$ cat src/rtl/core/pbs_pkg.sv
// ============================================================================
// pbs_pkg
// Types, constants and phase timing tables for the beep pattern sequencer.
// ============================================================================
package pbs_pkg;

    // Pattern rank; a higher rank preempts a lower one.
    typedef enum logic [1:0] {
        RANK_NONE   = 2'd0,
        RANK_KEY    = 2'd1,
        RANK_FINISH = 2'd2,
        RANK_ERROR  = 2'd3
    } t_rank;

    // Operation codes of an input word.
    localparam logic OP_UPDATE  = 1'b0;
    localparam logic OP_REQUEST = 1'b1;

    // Widths of the sequencer state.
    localparam int PHASE_W = 3;
    localparam int TIME_W  = 9;
    localparam int MS_W    = 16;

    typedef logic [PHASE_W-1:0] t_phase;
    typedef logic [TIME_W-1:0]  t_time;
    typedef logic [MS_W-1:0]    t_ms;

    // Phase counts of each pattern.
    localparam t_phase KEY_LEN    = 3'd1;
    localparam t_phase FINISH_LEN = 3'd5;
    localparam t_phase ERROR_LEN  = 3'd7;

    localparam t_time KEY_MS = 9'd300;
    localparam t_time FINISH_MS [5] = '{9'd200, 9'd120, 9'd200, 9'd120, 9'd300};
    localparam t_time ERROR_MS  [7] = '{9'd100, 9'd100, 9'd100, 9'd100, 9'd100,
                                        9'd100, 9'd500};

    // Number of phases in a pattern; zero when no pattern runs.
    function automatic t_phase phases_of(input t_rank rank);
        t_phase n;
        case (rank)
            RANK_KEY:    n = KEY_LEN;
            RANK_FINISH: n = FINISH_LEN;
            RANK_ERROR:  n = ERROR_LEN;
            default:     n = '0;
        endcase
        return n;
    endfunction

    // Duration of one phase in milliseconds; zero when no pattern runs or past the last finish or error phase.
    function automatic t_time length_of(input t_rank rank, input t_phase ph);
        t_time t;
        t = '0;
        case (rank)
            RANK_KEY: begin
                t = KEY_MS;
            end
            RANK_FINISH: begin
                if (ph < FINISH_LEN) t = FINISH_MS[ph];
            end
            RANK_ERROR: begin
                if (ph < ERROR_LEN) t = ERROR_MS[ph];
            end
            default: begin
                t = '0;
            end
        endcase
        return t;
    endfunction

endpackage

$ cat src/rtl/core/pbs_if.sv
// ============================================================================
// pbs_if
// Valid/ready channels that carry input and result words of the sequencer.
// ============================================================================

// Input channel: one command or time update word.
interface pbs_in_if;
    logic                 valid;
    logic                 ready;
    logic                 opcode;
    logic [1:0]           requested_pattern;
    logic [15:0]          delta_ms;

    modport source (output valid, output opcode, output requested_pattern,
                    output delta_ms, input ready);
    modport sink   (input valid, input opcode, input requested_pattern,
                    input delta_ms, output ready);
endinterface

// Result channel: buzzer level and busy flag.
interface pbs_out_if;
    logic valid;
    logic ready;
    logic buzz;
    logic busy_res;

    modport source (output valid, output buzz, output busy_res, input ready);
    modport sink   (input valid, input buzz, input busy_res, output ready);
endinterface

$ cat src/rtl/core/priority_beep_pattern_sequencer.sv
// A pattern request passes through S_STEP and then S_DONE before its result word;
// a time update stays in S_STEP for each of the n (0 to 7) phases the elapsed time
// passes, then moves to S_DONE. One shared subtractor takes one phase a cycle.
// The next word is accepted the cycle after the result is registered.
// Reset (synchronous, active low) stops any pattern and empties the result register.
// ============================================================================
// priority_beep_pattern_sequencer
// Runs the key point, finish and error buzzer patterns with rank priority and
// steps phase timing through a shared compare and subtract unit.
// ============================================================================
module priority_beep_pattern_sequencer (
    input  logic      i_clk,
    input  logic      i_rst_n,
    pbs_in_if.sink    i_in,
    pbs_out_if.source o_out
);
    import pbs_pkg::*;

    typedef enum logic [1:0] {
        S_IDLE,
        S_STEP,
        S_DONE
    } t_state;

    t_state r_state, n_state;
    t_rank  r_active, n_active;
    t_phase r_phase, n_phase;
    t_time  r_tl, n_tl;
    t_ms    r_left, n_left;
    logic   r_op, n_op;
    t_rank  r_req, n_req;
    logic [3:0] r_guard, n_guard;
    logic   r_out_valid, n_out_valid;
    logic   r_buzzer, n_buzzer;
    logic   r_busy, n_busy;

    logic [MS_W:0] diff;
    logic [MS_W:0] neg_diff;
    logic          borrow;
    t_phase        phase_inc;
    logic          in_hs;

    // Shared unit: remaining time minus the current phase length.
    assign diff      = {1'b0, r_left} - {{(MS_W+1-TIME_W){1'b0}}, r_tl};
    assign neg_diff  = '0 - diff;
    assign borrow    = diff[MS_W];
    assign phase_inc = r_phase + 3'd1;
    assign in_hs     = i_in.valid && i_in.ready;

    assign i_in.ready      = (r_state == S_IDLE);
    assign o_out.valid     = r_out_valid;
    assign o_out.buzz      = r_buzzer;
    assign o_out.busy_res  = r_busy;

    // Sequencer next state.
    always_comb begin
        n_state     = r_state;
        n_active    = r_active;
        n_phase     = r_phase;
        n_tl        = r_tl;
        n_left      = r_left;
        n_op        = r_op;
        n_req       = r_req;
        n_guard     = r_guard;
        n_out_valid = r_out_valid;
        n_buzzer    = r_buzzer;
        n_busy      = r_busy;

        // The result word leaves when the sink takes it.
        if (r_out_valid && o_out.ready) begin
            n_out_valid = 1'b0;
        end

        case (r_state)
            S_IDLE: begin
                if (in_hs) begin
                    n_op    = i_in.opcode;
                    n_req   = t_rank'(i_in.requested_pattern);
                    n_left  = i_in.delta_ms;
                    n_guard = '0;
                    n_state = S_STEP;
                end
            end
            S_STEP: begin
                if (r_op == OP_REQUEST) begin
                    // A nonzero request starts or restarts unless it ranks lower.
                    if (r_req != RANK_NONE && r_req >= r_active) begin
                        n_active = r_req;
                        n_phase  = '0;
                        n_tl     = length_of(r_req, '0);
                    end
                    n_state = S_DONE;
                end else if (r_active == RANK_NONE || borrow || r_guard == 4'd8) begin
                    // No pattern runs, the guard limit is reached, or time left falls within the current phase.
                    if (r_active != RANK_NONE) begin
                        n_tl = borrow ? neg_diff[TIME_W-1:0] : '0;
                    end
                    n_state = S_DONE;
                end else begin
                    // The elapsed time covers the whole phase: move to the next.
                    n_left  = diff[MS_W-1:0];
                    n_phase = phase_inc;
                    n_guard = r_guard + 4'd1;
                    if (phase_inc >= phases_of(r_active)) begin
                        n_active = RANK_NONE;
                        n_tl     = '0;
                    end else begin
                        n_tl = length_of(r_active, phase_inc);
                    end
                end
            end
            S_DONE: begin
                if (!r_out_valid || o_out.ready) begin
                    n_out_valid = 1'b1;
                    n_busy      = (r_active != RANK_NONE);
                    n_buzzer    = (r_active != RANK_NONE) && !r_phase[0];
                    n_state     = S_IDLE;
                end
            end
            default: begin
                n_state = S_IDLE;
            end
        endcase
    end

    // State and registered outputs.
    always_ff @(posedge i_clk) begin
        if (!i_rst_n) begin
            r_state     <= S_IDLE;
            r_active    <= RANK_NONE;
            r_phase     <= '0;
            r_tl        <= '0;
            r_guard     <= '0;
            r_out_valid <= 1'b0;
        end else begin
            r_state     <= n_state;
            r_active    <= n_active;
            r_phase     <= n_phase;
            r_tl        <= n_tl;
            r_guard     <= n_guard;
            r_out_valid <= n_out_valid;
        end
        r_left   <= n_left;
        r_op     <= n_op;
        r_req    <= n_req;
        r_buzzer <= n_buzzer;
        r_busy   <= n_busy;
    end

    // A running pattern always has time left between words.
    a_time_left: assert property (@(posedge i_clk) disable iff (!i_rst_n)
        (r_state == S_IDLE && r_active != RANK_NONE) |-> (r_tl != '0))
        else $error("active pattern with no time left");

    // The buzzer never sounds in a result that reports idle.
    a_buzz_busy: assert property (@(posedge i_clk) disable iff (!i_rst_n)
        (r_out_valid && r_buzzer) |-> r_busy)
        else $error("buzzer on while not busy");

    // An accepted word blocks new input until its result is registered.
    a_hold_off: assert property (@(posedge i_clk) disable iff (!i_rst_n)
        in_hs |=> !i_in.ready)
        else $error("input accepted while a word is in work");

    // The phase walk never runs past the guard limit.
    a_guard: assert property (@(posedge i_clk) disable iff (!i_rst_n)
        r_guard <= 4'd8)
        else $error("phase walk exceeded its limit");

endmodule

$ cat src/flat_wrapper.sv
// flat-port wrapper written by rule: the top's interface ports become plain ports
module priority_beep_pattern_sequencer_flat import pbs_pkg::*;
  (i_clk, i_rst_n, i_in_valid, i_in_opcode, i_in_requested_pattern, i_in_delta_ms, i_in_ready, o_out_valid, o_out_buzz, o_out_busy_res, o_out_ready);
  pbs_in_if i_in_i ();
  pbs_out_if o_out_i ();
  input  logic i_clk;
  input  logic i_rst_n;
  input wire logic [$bits(i_in_i.valid)-1:0] i_in_valid;
  input wire logic [$bits(i_in_i.opcode)-1:0] i_in_opcode;
  input wire logic [$bits(i_in_i.requested_pattern)-1:0] i_in_requested_pattern;
  input wire logic [$bits(i_in_i.delta_ms)-1:0] i_in_delta_ms;
  output wire logic [$bits(i_in_i.ready)-1:0] i_in_ready;
  output wire logic [$bits(o_out_i.valid)-1:0] o_out_valid;
  output wire logic [$bits(o_out_i.buzz)-1:0] o_out_buzz;
  output wire logic [$bits(o_out_i.busy_res)-1:0] o_out_busy_res;
  input wire logic [$bits(o_out_i.ready)-1:0] o_out_ready;
  assign i_in_i.valid = i_in_valid;
  assign i_in_i.opcode = i_in_opcode;
  assign i_in_i.requested_pattern = i_in_requested_pattern;
  assign i_in_i.delta_ms = i_in_delta_ms;
  assign i_in_ready = i_in_i.ready;
  assign o_out_valid = o_out_i.valid;
  assign o_out_buzz = o_out_i.buzz;
  assign o_out_busy_res = o_out_i.busy_res;
  assign o_out_i.ready = o_out_ready;
  priority_beep_pattern_sequencer u_core (.i_clk(i_clk), .i_rst_n(i_rst_n), .i_in(i_in_i), .o_out(o_out_i));
endmodule
$ cat config.mk
export PLATFORM = sky130hd
export DESIGN_NAME = priority_beep_pattern_sequencer_flat
export DESIGN_NICKNAME = d
export VERILOG_FILES = /design/src/rtl/core/pbs_pkg.sv /design/src/rtl/core/pbs_if.sv /design/src/rtl/core/priority_beep_pattern_sequencer.sv /design/src/flat_wrapper.sv
export SDC_FILE = /design/constraint.sdc
export NUM_CORES = 1
export LEC_CHECK = 0
export ABC_AREA = 1
export BUFFER_PORTS_ARGS = -buffer_cell sky130_fd_sc_hd__buf_2
export CAP_MARGIN = 5
export CORE_MARGIN = 1.5
export CORE_UTILIZATION = 47
export DETAILED_ROUTE_END_ITERATION = 7
export PLACE_DENSITY_LB_ADDON = 0.05
export SLEW_MARGIN = 20
export SYNTH_ARGS = -nofsm -noshare
export SYNTH_HDL_FRONTEND = slang
export SYNTH_SLANG_ARGS = --single-unit
$ cat constraint.sdc
create_clock -name i_clk -period 3.22 [get_ports i_clk]
set_clock_uncertainty 0.2 [all_clocks]
set_input_delay 0 -clock i_clk [delete_from_list [all_inputs] [get_ports i_clk]]
set_output_delay 0 -clock i_clk [all_outputs]
set_load 0.1 [all_outputs]
* Word-level counts from Yosys, hierarchy flattened
Memory sizes are Yosys's and may differ from the RTL's.
Cells that the tools add are included.
** Word-level totals
- Flip-flop bits (word level) :: 42
- Memories kept :: 2
- Output and inout bits :: 4
- Latch bits :: 0
- ROM bits :: 144
- Memory bits (writable) :: 0
- Word-level logic and storage cells :: 103
** Memories
- (name not given) :: words 8, width 9, read ports 1, clocked after Yosys merged registers in 0, wr ports 0, line pbs_pkg.sv:59 : if (ph < FINISH_LEN) t = FINISH_MS[ph];
- (name not given) :: words 8, width 9, read ports 1, clocked after Yosys merged registers in 0, wr ports 0, line pbs_pkg.sv:62 : if (ph < ERROR_LEN) t = ERROR_MS[ph];
** Cells by class
- Divide/modulo/power cells :: 0
- Multipliers :: 0
- Order comparisons :: 5
- $add $sub $neg :: 4
- Multiplexer cells :: 41
- Shift-type cells :: 0
- Reductions and logical operators :: 22
- Equal/unequal tests :: 17
- Bitwise logic cells :: 1
** Operators by type and width (number)
- $mux 9 :: 12
- $pmux 9 s3 :: 2
- $mux 16 :: 3
- $pmux 16 s2 :: 1
- $mux 3 :: 6
- $sub 16x9->17 :: 1
- $mux 2 :: 8
- $mux 4 :: 3
- $eq 2x2->1 const B :: 5
- $pmux 3 s3 :: 1
- $reduce_and 3->1 :: 3
- $sub 1x9->9 const A :: 1
- $ne 2x2->1 const B :: 4
- $pmux 4 s2 :: 1
- $reduce_and 4->1 :: 2
- $reduce_bool 2->1 :: 4
- $eq 2x1->1 const B :: 3
- $lt 3x3->1 const B :: 2
- $pmux 2 s3 :: 1
- $add 4x1->4 const B :: 1
- $eq 4x4->1 const B :: 1
- $ge 4x4->1 const B :: 1
- $logic_and 1x1->1 :: 4
- $logic_not 2->1 :: 2
- 11 further kinds :: 18

* Depth between registers and ports, before layout
Gate-level depths: netlist of run 1.
- Depth after elaboration :: 10
- Mapped depth :: 17
- Gate-level depth less buffers :: 17

* Least setup slack after synthesis of run 1
No wires, ideal clock.
- Path kind :: register -> register
- Start :: reg u_core.r_state[1]
- End :: reg u_core.r_left[0], enable pin
- Arrival time :: 2354 ps
- Path slack :: 349 ps
- Library setup time :: 317 ps
- Cell stages (with the launch flop) :: 4
- Cell sequence :: dfxtp_1 > nor2_1 > nand2_1 > nand2_8
** On the way
- Longest elaborated chain between the ends :: 4
- Elaborated cells between the ends (all ways) :: 8
- Those cells by class :: eq/ne (4); reduce/logical (4)
** Ends and longest elaborated chain
- from (decl) :: line priority_beep_pattern_sequencer.sv:25 : t_state r_state, n_state;
- from (signal assigned) :: line priority_beep_pattern_sequencer.sv:136 : r_state <= n_state;
- $logic_not 2->1 (*) :: line priority_beep_pattern_sequencer.sv:50 : assign i_in.ready = (r_state == S_IDLE);
- net i_in_ready :: line flat_wrapper.sv:12 : output wire logic [$bits(i_in_i.ready)-1:0] i_in_ready;
- $logic_and 1x1->1 :: line priority_beep_pattern_sequencer.sv:48 : assign in_hs = i_in.valid && i_in.ready;
- $ne 2x2->1 (no line)
- $reduce_and 4->1 (no line) (*)
- to (signal assigned) :: line priority_beep_pattern_sequencer.sv:143 : r_left <= n_left;
- to (decl) :: line priority_beep_pattern_sequencer.sv:29 : t_ms r_left, n_left;
The timed path passes the listed nets; every way through them passes the cells marked *.
A chain may end at the register's enable or synchronous reset.

* Worst setup path in the final report of run 1
- Start :: reg u_core.r_phase[0]
- End :: reg u_core.r_tl[8]
** On the way
- Longest elaborated chain between the ends :: 10
- Elaborated cells between the ends (all ways) :: 17
- Those cells by class :: add/sub (1); order compare (3); mux (10); bitwise (1); memory (2)
** Ends and longest elaborated chain
- from (decl) :: line priority_beep_pattern_sequencer.sv:27 : t_phase r_phase, n_phase;
- from (signal assigned) :: line priority_beep_pattern_sequencer.sv:138 : r_phase <= n_phase;
- $add 3x1->3 (*) :: line priority_beep_pattern_sequencer.sv:47 : assign phase_inc = r_phase + 3'd1;
- $not 3->4 (implied by the code) :: line pbs_pkg.sv:59, pbs_pkg.sv:62
- $mem_v2 8x9 (on tied branches)
- $mux 9 (on tied branches) (3 in series) :: line pbs_pkg.sv:62, pbs_pkg.sv:59
- $pmux 9 s3 :: line pbs_pkg.sv:54 : case (rank)
- $mux 9 (*) :: line priority_beep_pattern_sequencer.sv:104 : if (phase_inc >= phases_of(r_active)) begin
- $mux 9 (*) :: line priority_beep_pattern_sequencer.sv:93 : end else if (r_active == RANK_NONE || borrow || r_guard == 4'd8) begin
- $mux 9 (*) :: line priority_beep_pattern_sequencer.sv:85 : if (r_op == OP_REQUEST) begin
- to (signal assigned) :: line priority_beep_pattern_sequencer.sv:139 : r_tl <= n_tl;
- to (decl) :: line priority_beep_pattern_sequencer.sv:28 : t_time r_tl, n_tl;
Every way passes the cells marked *; elsewhere a longest branch is shown, timed or not. The select of a mux whose other input is x is not followed.

==> results by group, run 1 <==
Final layout
  • Fraction of layout instances using a drive strength above 1: approximately 14%
  • End-of-flow core utilization: between 50 and 60%
  • Final nets: roughly 530
  • Commonest non-fill, non-tap cell in the layout: sky130_fd_sc_hd__nand2_1
  • Synth-to-Final Area Change: 15.7%
  • Count of antenna diodes in the layout: 0
  • Commonest cells after routing, fill and taps aside: 104 x sky130_fd_sc_hd__nand2_1, 59 x sky130_fd_sc_hd__inv_1, 42 x sky130_fd_sc_hd__nor2_1

Drt
  • Detail Route Antenna Nets: 0
  • Via count: between 2000 and 3000
  • Vias per std cell: ~5
  • Initial detailed-routing violation count: 146
  • Number of detailed-route iterations in the first pass: 4
  • Drt drc: 0
  • Per-cell routed wire length: roughly 13 um
  • Total routed wirelength: roughly 7200 um

Place
  • Gp weighted congestion: around 0.84
  • Input/output buffers: 26
  • Detailed placer's ending HPWL: about 5400 um
  • Minimum setup slack after placement: 0.472 ns

Setup path
  • Timing startpoint of the critical path: u_core.r_phase[0]
  • Cell type of the slowest stage on the worst timing path: sky130_fd_sc_hd__dfxtp_1
  • Reg-to-reg critical path startpoint: u_core.r_phase[0]
  • Kind of start point of the critical path: flip-flop
  • Most Frequent Cell on Critical Path: sky130_fd_sc_hd__nand2_1
  • Cell-by-cell trace of the critical path: ha_1 -> xor2_1 -> ha_1 -> a21oi_1 -> o21ai_0 -> a31oi_1 -> buf_4 -> inv_1 -> nor2_1 -> nand2_1 -> nand2_1 -> nand2_1 -> nand2_1 -> nand2_1 -> a21oi_1
  • Maximum net fanout on the critical path: 8
  • Kind of end point of the critical path: flip-flop
  • Arrival time of data at the critical path endpoint: between 2 and 3 ns
  • Critical path data required time: 3.24 ns
  • Setup Crit Path Kind: reg -> reg
  • Worst path max stage delay: around 0.49 ns

Synth
  • Count of state elements after synthesis: 42
  • Ys flop type: sky130_fd_sc_hd__edfxtp_1
  • Part of the Yosys area used for sequential elements: 33.5%
  • Number of flops mapped to enable cells by yosys: 21
  • Share of async-settable or async-resettable flops after synthesis: 0%
  • Post-synthesis net count: 478
  • Count of unique library cells instantiated by Yosys: between 40 and 50
  • Yosys Warn Count: 0
  • Synthesized area divided by synthesized cell count: 7.30 um2
  • Post-synthesis instance area: 3140 um2
  • Syn Inst Count: 430

STA
  • Transition at the pin with the smallest max-transition slack: just under 0.6 ns
  • Clock period minus final worst setup slack: between 2 and 3 ns
  • Final setup vio count: 0
  • Setup TNS: 0 ns
  • Portion of the clock cycle consumed by the worst path in the final layout: roughly 85%
  • Setup repair after global routing missed its margin: no
  • Hold Slack: approximately 0.07 ns
  • Hold Fails Final Rpt: 0
  • Number of slew-limit violations in the final report: 0
  • Min setup slack post-route: roughly 0.48 ns
  • Max-slew headroom at the worst pin: between 60% and 70%
  • Highest achievable clock rate: 365 MHz

Floorplanning
  • I/O pin count: 27
  • Placeable core region: approximately 6400 um2
  • Height of the die: about 85 um
  • Chip width: roughly 85 um
  • Row count: 29
  • Area of the die: 7180 um2
  • Starting utilization of the core area: between 40% and 50%

Worst hold path
  • Tightest Hold Check Type: in -> reg
  • Beginning of the worst hold path: i_in_valid

Clock network
  • CTS sink count: 42
  • Clk_lat worst skew: about 0.3 ns
  • Clock Pin Slew Worst Setup and Hold Paths: around 0.090 ns
  • Clock buffer count from CTS: 5
  • Cells resized by post-CTS repair: 0
  • Cts hold-fix bufs: 21
  • CTS H-tree depth: 2
  • Post-CTS setup-driven buffer insertion count: 0
  • Clock root buffer: sky130_fd_sc_hd__clkbuf_8
  • Clock tree from TritonCTS: yes
  • Buffer levels on the longest clock path: 2

Global route
  • Global-route wire length before repair: ~12000 um
  • Sum of overflow across all layers after global routing: 0
  • Total Routing Usage GR: a little over a fifth
  • Pin count of the biggest net entering global routing: 25
  • Vias in the first global route: roughly 2800
  • Antenna violations before repair: 0

Outcome
  • Result of the run: finished clean

Run
  • Maximum Capacitance Violations: 0

Power and ir drop
  • Pwr Density: around 370 nW/um2
  • Static power due to leakage: about 1.6 nW
  • IR Drop Worst-Case VDD: 0.000231 V
layer usage:
metal | wire (um) | track usage (%) | vias up
met3 | 252 | 3.54 | 13
met5 | 0 | 0 | -
met4 | 129 | 5.87 | 0
met1 | 3310 | 26.7 | 1294
li1 | - | - | 1500
met2 | 3460 | 36.9 | 48
cells in the mapped netlist, drive strengths merged (4+ instances only):
| master | count | area [um2] |
|---|---|---|
| nand4 | 5 | 31.3 |
| a31oi | 7 | 50.1 |
| o21ai | 25 | 125 |
| nand3 | 45 | 250 |
| a21oi | 31 | 185 |
| clkbuf | 4 | 15.0 |
| dfxtp | 21 | 420 |
| ha | 24 | 300 |
| nand2 | 112 | 464 |
| nor2 | 49 | 230 |
| inv | 63 | 241 |
| buf | 4 | 28.8 |
| edfxtp | 21 | 631 |
final cells by class:
| class | instances | area, um2 |
|---|---|---|
| Tap cell | 77 | 96.3 |
| Clock buffer | 6 | 72.6 |
| Fill cell | 618 | 2750 |
| Clock inverter | 2 | 13.8 |
| Inverter | 65 | 249 |
| Sequential cell | 42 | 1050 |
| Timing Repair Buffer | 49 | 355 |
| Multi-Input combinational cell | 315 | 1800 |
stage by stage:
stage | area, um2 | power (mW) | cells
floorplan | 3140 | 0.898 | 430
global placement | 3340 | 0.976 | 527
detailed placement | 3340 | 0.980 | 527
CTS | 3630 | 1.35 | 556
global route | 3630 | 1.42 | 556
finish | 3630 | 1.34 | 556
cells by family after synthesis:
group	share of synthesized area (%)
simple gates	33.2
buf+inv	9.33
compound gates	12.2
flops	33.5
fa+ha+maj	10.2
xor+xnor	1.67
critical path, delay by kind of cell (launching register included):
kind	cells	cell delay [ns]
AND/OR/NAND/NOR	6	0.44
XOR/XNOR	1	0.24
flip-flops	1	0.49
AO/OA/AOI/OAI	4	0.53
adder cells (fa/ha/maj)	2	0.55
buffers and inverters	2	0.22
power breakdown:
| part | internal (mW) | switching (mW) | total [mW] |
|---|---|---|---|
| Clock | 0.153 | 0.197 | 0.351 |
| Sequential | 0.597 | 0.0218 | 0.619 |
| Combinational | 0.133 | 0.236 | 0.369 |
flip-flops by register name, indices dropped and copies added, names as in the netlist:
register,cells
u_core.r_tl,9
u_core.r_guard,4
u_core.o_out.valid,1
u_core.r_op,1
u_core.r_active,2
u_core.r_req,2
u_core.r_phase,3
u_core.r_state,2
u_core.o_out.busy_res,1
u_core.o_out.buzz,1
u_core.r_left,16
path summary, 6_finish.rpt:
path              slack (ns)  cells after the start        endpoint
setup / recovery        0.48                     15  u_core.r_tl[8]
hold / removal          0.07                      3     u_core.r_op
hold reg to reg         0.27                      2  u_core.r_tl[0]
setup reg to reg        0.48                     15  u_core.r_tl[8]
No activity file was read; power rests on OpenSTA's default activity.
==> run 2, diff against run 1 <==
CAP_MARGIN = not set   (was 5)
CORE_UTILIZATION = 42   (was 47)
==> run 2 against run 1 <==
Against the previous run: clock-buffer cell count shrank 1; first-iteration DRC count shrank 36%; via count shrank 2.9%; non-clock buffer count is the same; combinational power is essentially flat; register-to-register slack gained 0.02 ns; largest power group unchanged; highest routed layer unchanged; largest cell class unchanged; critical path depth is the same; critical endpoint unchanged; power grew 0.11%; sequential share of layout area shrank 0.25 points; die area grew 11%.
==> results by group, run 2 (synthesis gave the netlist of run 1 again) <==
STA
  • Hold Fails Final Rpt: 0 (unchanged)
  • Highest achievable clock rate: 368 MHz (was 365 MHz)
  • Portion of the clock cycle consumed by the worst path in the final layout: 84.4% (was 85.1%)
  • Final setup vio count: 0 (unchanged)
  • Number of slew-limit violations in the final report: 0 (unchanged)
  • Transition at the pin with the smallest max-transition slack: 0.576 ns (was 0.584 ns)
  • Hold Slack: 0.0561 ns (was 0.0707 ns)
  • Setup TNS: 0 ns (unchanged)
  • Setup repair after global routing missed its margin: no (unchanged)
  • Clock period minus final worst setup slack: 2.72 ns (was 2.74 ns)
  • Max-slew headroom at the worst pin: 61.4% (was 60.8%)

Drt
  • Number of detailed-route iterations in the first pass: 4 (unchanged)
  • Via count: 2773 (was 2855)
  • Vias per std cell: 4.80 (was 5.13)
  • Total routed wirelength: 7190 um (was 7150 um)
  • Detail Route Antenna Nets: 0 (unchanged)
  • Per-cell routed wire length: 12.4 um (was 12.9 um)
  • Initial detailed-routing violation count: 93 (was 146)
  • Drt drc: 0 (unchanged)

Clock network
  • Clock Pin Slew Worst Setup and Hold Paths: 0.09 ns (about the same)
  • Buffer levels on the longest clock path: 2 (unchanged)
  • Clock root buffer: sky130_fd_sc_hd__clkbuf_8 (unchanged)
  • CTS H-tree depth: 2 (unchanged)
  • Clock buffer count from CTS: 5 (unchanged)
  • Cells resized by post-CTS repair: 0 (unchanged)
  • CTS sink count: 42 (unchanged)
  • Clk_lat worst skew: 0.30 ns (about the same)
  • Clock tree from TritonCTS: yes (unchanged)

Place
  • Instance area at placement: 3360 um2 (was 3340 um2)
  • Gp weighted congestion: 0.838 (was 0.835)
  • Input/output buffers: 26 (unchanged)
  • Detailed placer's ending HPWL: 5480 um (was 5420 um)

Power and ir drop
  • Pwr Density: 366 nW/um2 (was 368 nW/um2)
  • Switching share of power: 34.1% (was 34.0%)
  • Net switching power: 0.457 mW (was 0.455 mW)
  • Power share of the combinational group: 27.4% (was 27.6%)
  • IR Drop Worst-Case VDD: 0.000184 V (was 0.000231 V)
  • Total Power Consumption: 1.34 mW (about the same)
  • Clock power share: 26.4% (was 26.2%)
  • Relative contribution of sequential cells to total power: 46.2% (about the same)
  • Internal power consumption: 0.883 mW (about the same)
  • Static power due to leakage: 1.61 nW (about the same)

Setup path
  • Arrival time of data at the critical path endpoint: 2.74 ns (was 2.76 ns)
  • Critical path data required time: 3.24 ns (about the same)
  • Worst path max stage delay: 0.49 ns (about the same)
  • Maximum net fanout on the critical path: 8 (unchanged)
  • Most Frequent Cell on Critical Path: sky130_fd_sc_hd__nand2_1 (unchanged)
  • Cell type of the slowest stage on the worst timing path: sky130_fd_sc_hd__dfxtp_1 (unchanged)
  • Kind of start point of the critical path: flip-flop (unchanged)
  • Cell-by-cell trace of the critical path: ha_1 -> xor2_1 -> ha_1 -> a21oi_1 -> o21ai_0 -> a31oi_1 -> buf_4 -> inv_1 -> nor2_1 -> nand2_1 -> nand2_1 -> nand2_1 -> nand2_1 -> nand2_1 -> a21oi_1 (unchanged)
  • Kind of end point of the critical path: flip-flop (unchanged)
  • Setup Crit Path Kind: reg -> reg (unchanged)
  • Worst path top cell family by delay: adder cells (unchanged)
  • Number of buffers and inverters on the critical path: 2 (unchanged)

Floorplanning
  • Chip width: 89.5 um (was 84.7 um)
  • Starting utilization of the core area: 43.3% (was 49.2%)
  • Height of the die: 89.5 um (was 84.7 um)
  • Row count: 31 (was 29)
  • I/O pin count: 27 (unchanged)
  • Placeable core region: 7250 um2 (was 6390 um2)
  • Area of the die: 8000 um2 (was 7180 um2)

Final layout
  • Regs by FF count: u_core.r_left (16), u_core.r_tl (9), u_core.r_guard (4) (unchanged)
  • Post-route cell area: 3660 um2 (was 3630 um2)
  • Commonest cells after routing, fill and taps aside: 104 x sky130_fd_sc_hd__nand2_1, 59 x sky130_fd_sc_hd__inv_1, 42 x sky130_fd_sc_hd__nor2_1 (unchanged)
  • Commonest non-fill, non-tap cell in the layout: sky130_fd_sc_hd__nand2_1 (unchanged)
  • Count of antenna diodes in the layout: 0 (unchanged)
  • Number of flip-flops in the largest register: 16 (unchanged)
  • Area used by sequential logic in the layout: 1050 um2 (unchanged)
  • Multi-input logic area: 1800 um2 (unchanged)
  • Synth-to-Final Area Change: 16.7% (was 15.7%)
  • Most flop-heavy register: u_core.r_left (unchanged)
  • Final nets: 526 (unchanged)
  • Fraction of layout instances using a drive strength above 1: 14.2% (was 14.0%)
  • Layout fillers: 765 (was 618)

Global route
  • Vias in the first global route: 2543 (was 2769)
  • Total Routing Usage GR: 19.1% (was 21.1%)
  • Pin count of the biggest net entering global routing: 25 (unchanged)
  • Global-route wire length before repair: 11600 um (was 12300 um)
  • Sum of overflow across all layers after global routing: 0 (unchanged)
  • Antenna violations before repair: 0 (unchanged)

Worst hold path
  • Tightest Hold Check Type: in -> reg (unchanged)

Run
  • Maximum Capacitance Violations: 0 (unchanged)

Outcome
  • Result of the run: finished clean (unchanged)
run 2: metal layers:
| layer | wire length (um) | GRT usage, % | vias to the layer above |
|---|---|---|---|
| li1 | - | - | 1502 |
| met3 | 150 | 2.68 | 6 |
| met4 | 94 | 5.17 | 0 |
| met1 | 3470 | 24.9 | 1231 |
| met5 | 0 | 0 | - |
| met2 | 3480 | 33.0 | 34 |
run 2: cell type report:
class,count,area share [%]
inverters,65,6.79
clock buffers,5,1.88
multi-input cells,315,49.0
flip-flops and latches,42,28.7
repair buffers,49,9.70
clock inverters,3,0.580
well taps,99,3.38
run 2: worst paths after layout:
path / startpoint / depth (start not counted) / slack (ns) / end
setup / recovery: u_core.r_phase[0] / 15 / 0.50 / u_core.r_tl[8]
setup reg to reg: u_core.r_phase[0] / 15 / 0.50 / u_core.r_tl[8]
hold reg to reg: u_core.r_tl[8] / 2 / 0.27 / u_core.r_tl[8]
hold / removal: i_in_valid / 3 / 0.06 / u_core.r_op
run 2: repair_timing:
action	in CTS	in global routing
hold buffers	21	0
endpoints found under the hold margin	22	0
buffers inserted	0	0
run 2: power by group through the flow:
stage          Combinational, mW  Clock, mW  Sequential, mW
5_1_grt                    0.418      0.385           0.623
6_report                   0.367      0.354           0.619
3_3_place_gp               0.347          0           0.631
2_1_floorplan              0.267          0           0.631
3_5_place_dp               0.349          0           0.631
4_1_cts                    0.370      0.366           0.619
run 2: worst min-delay path, stage by stage:
cell                      delay [ns]
sky130_fd_sc_hd__buf_2          0.07
sky130_fd_sc_hd__nand2_1        0.13
sky130_fd_sc_hd__inv_1          0.20
run 2: through the flow:
step | util, % | worst slack (ns) | instances
2_1_floorplan | - | 0.349 | 430
3_3_place_gp | 46.4 | 0.497 | 549
3_5_place_dp | 46.4 | 0.499 | 549
4_1_cts | 50.5 | 0.479 | 578
5_1_grt | 50.5 | 0.187 | 578
6_report | 50.5 | 0.503 | 578
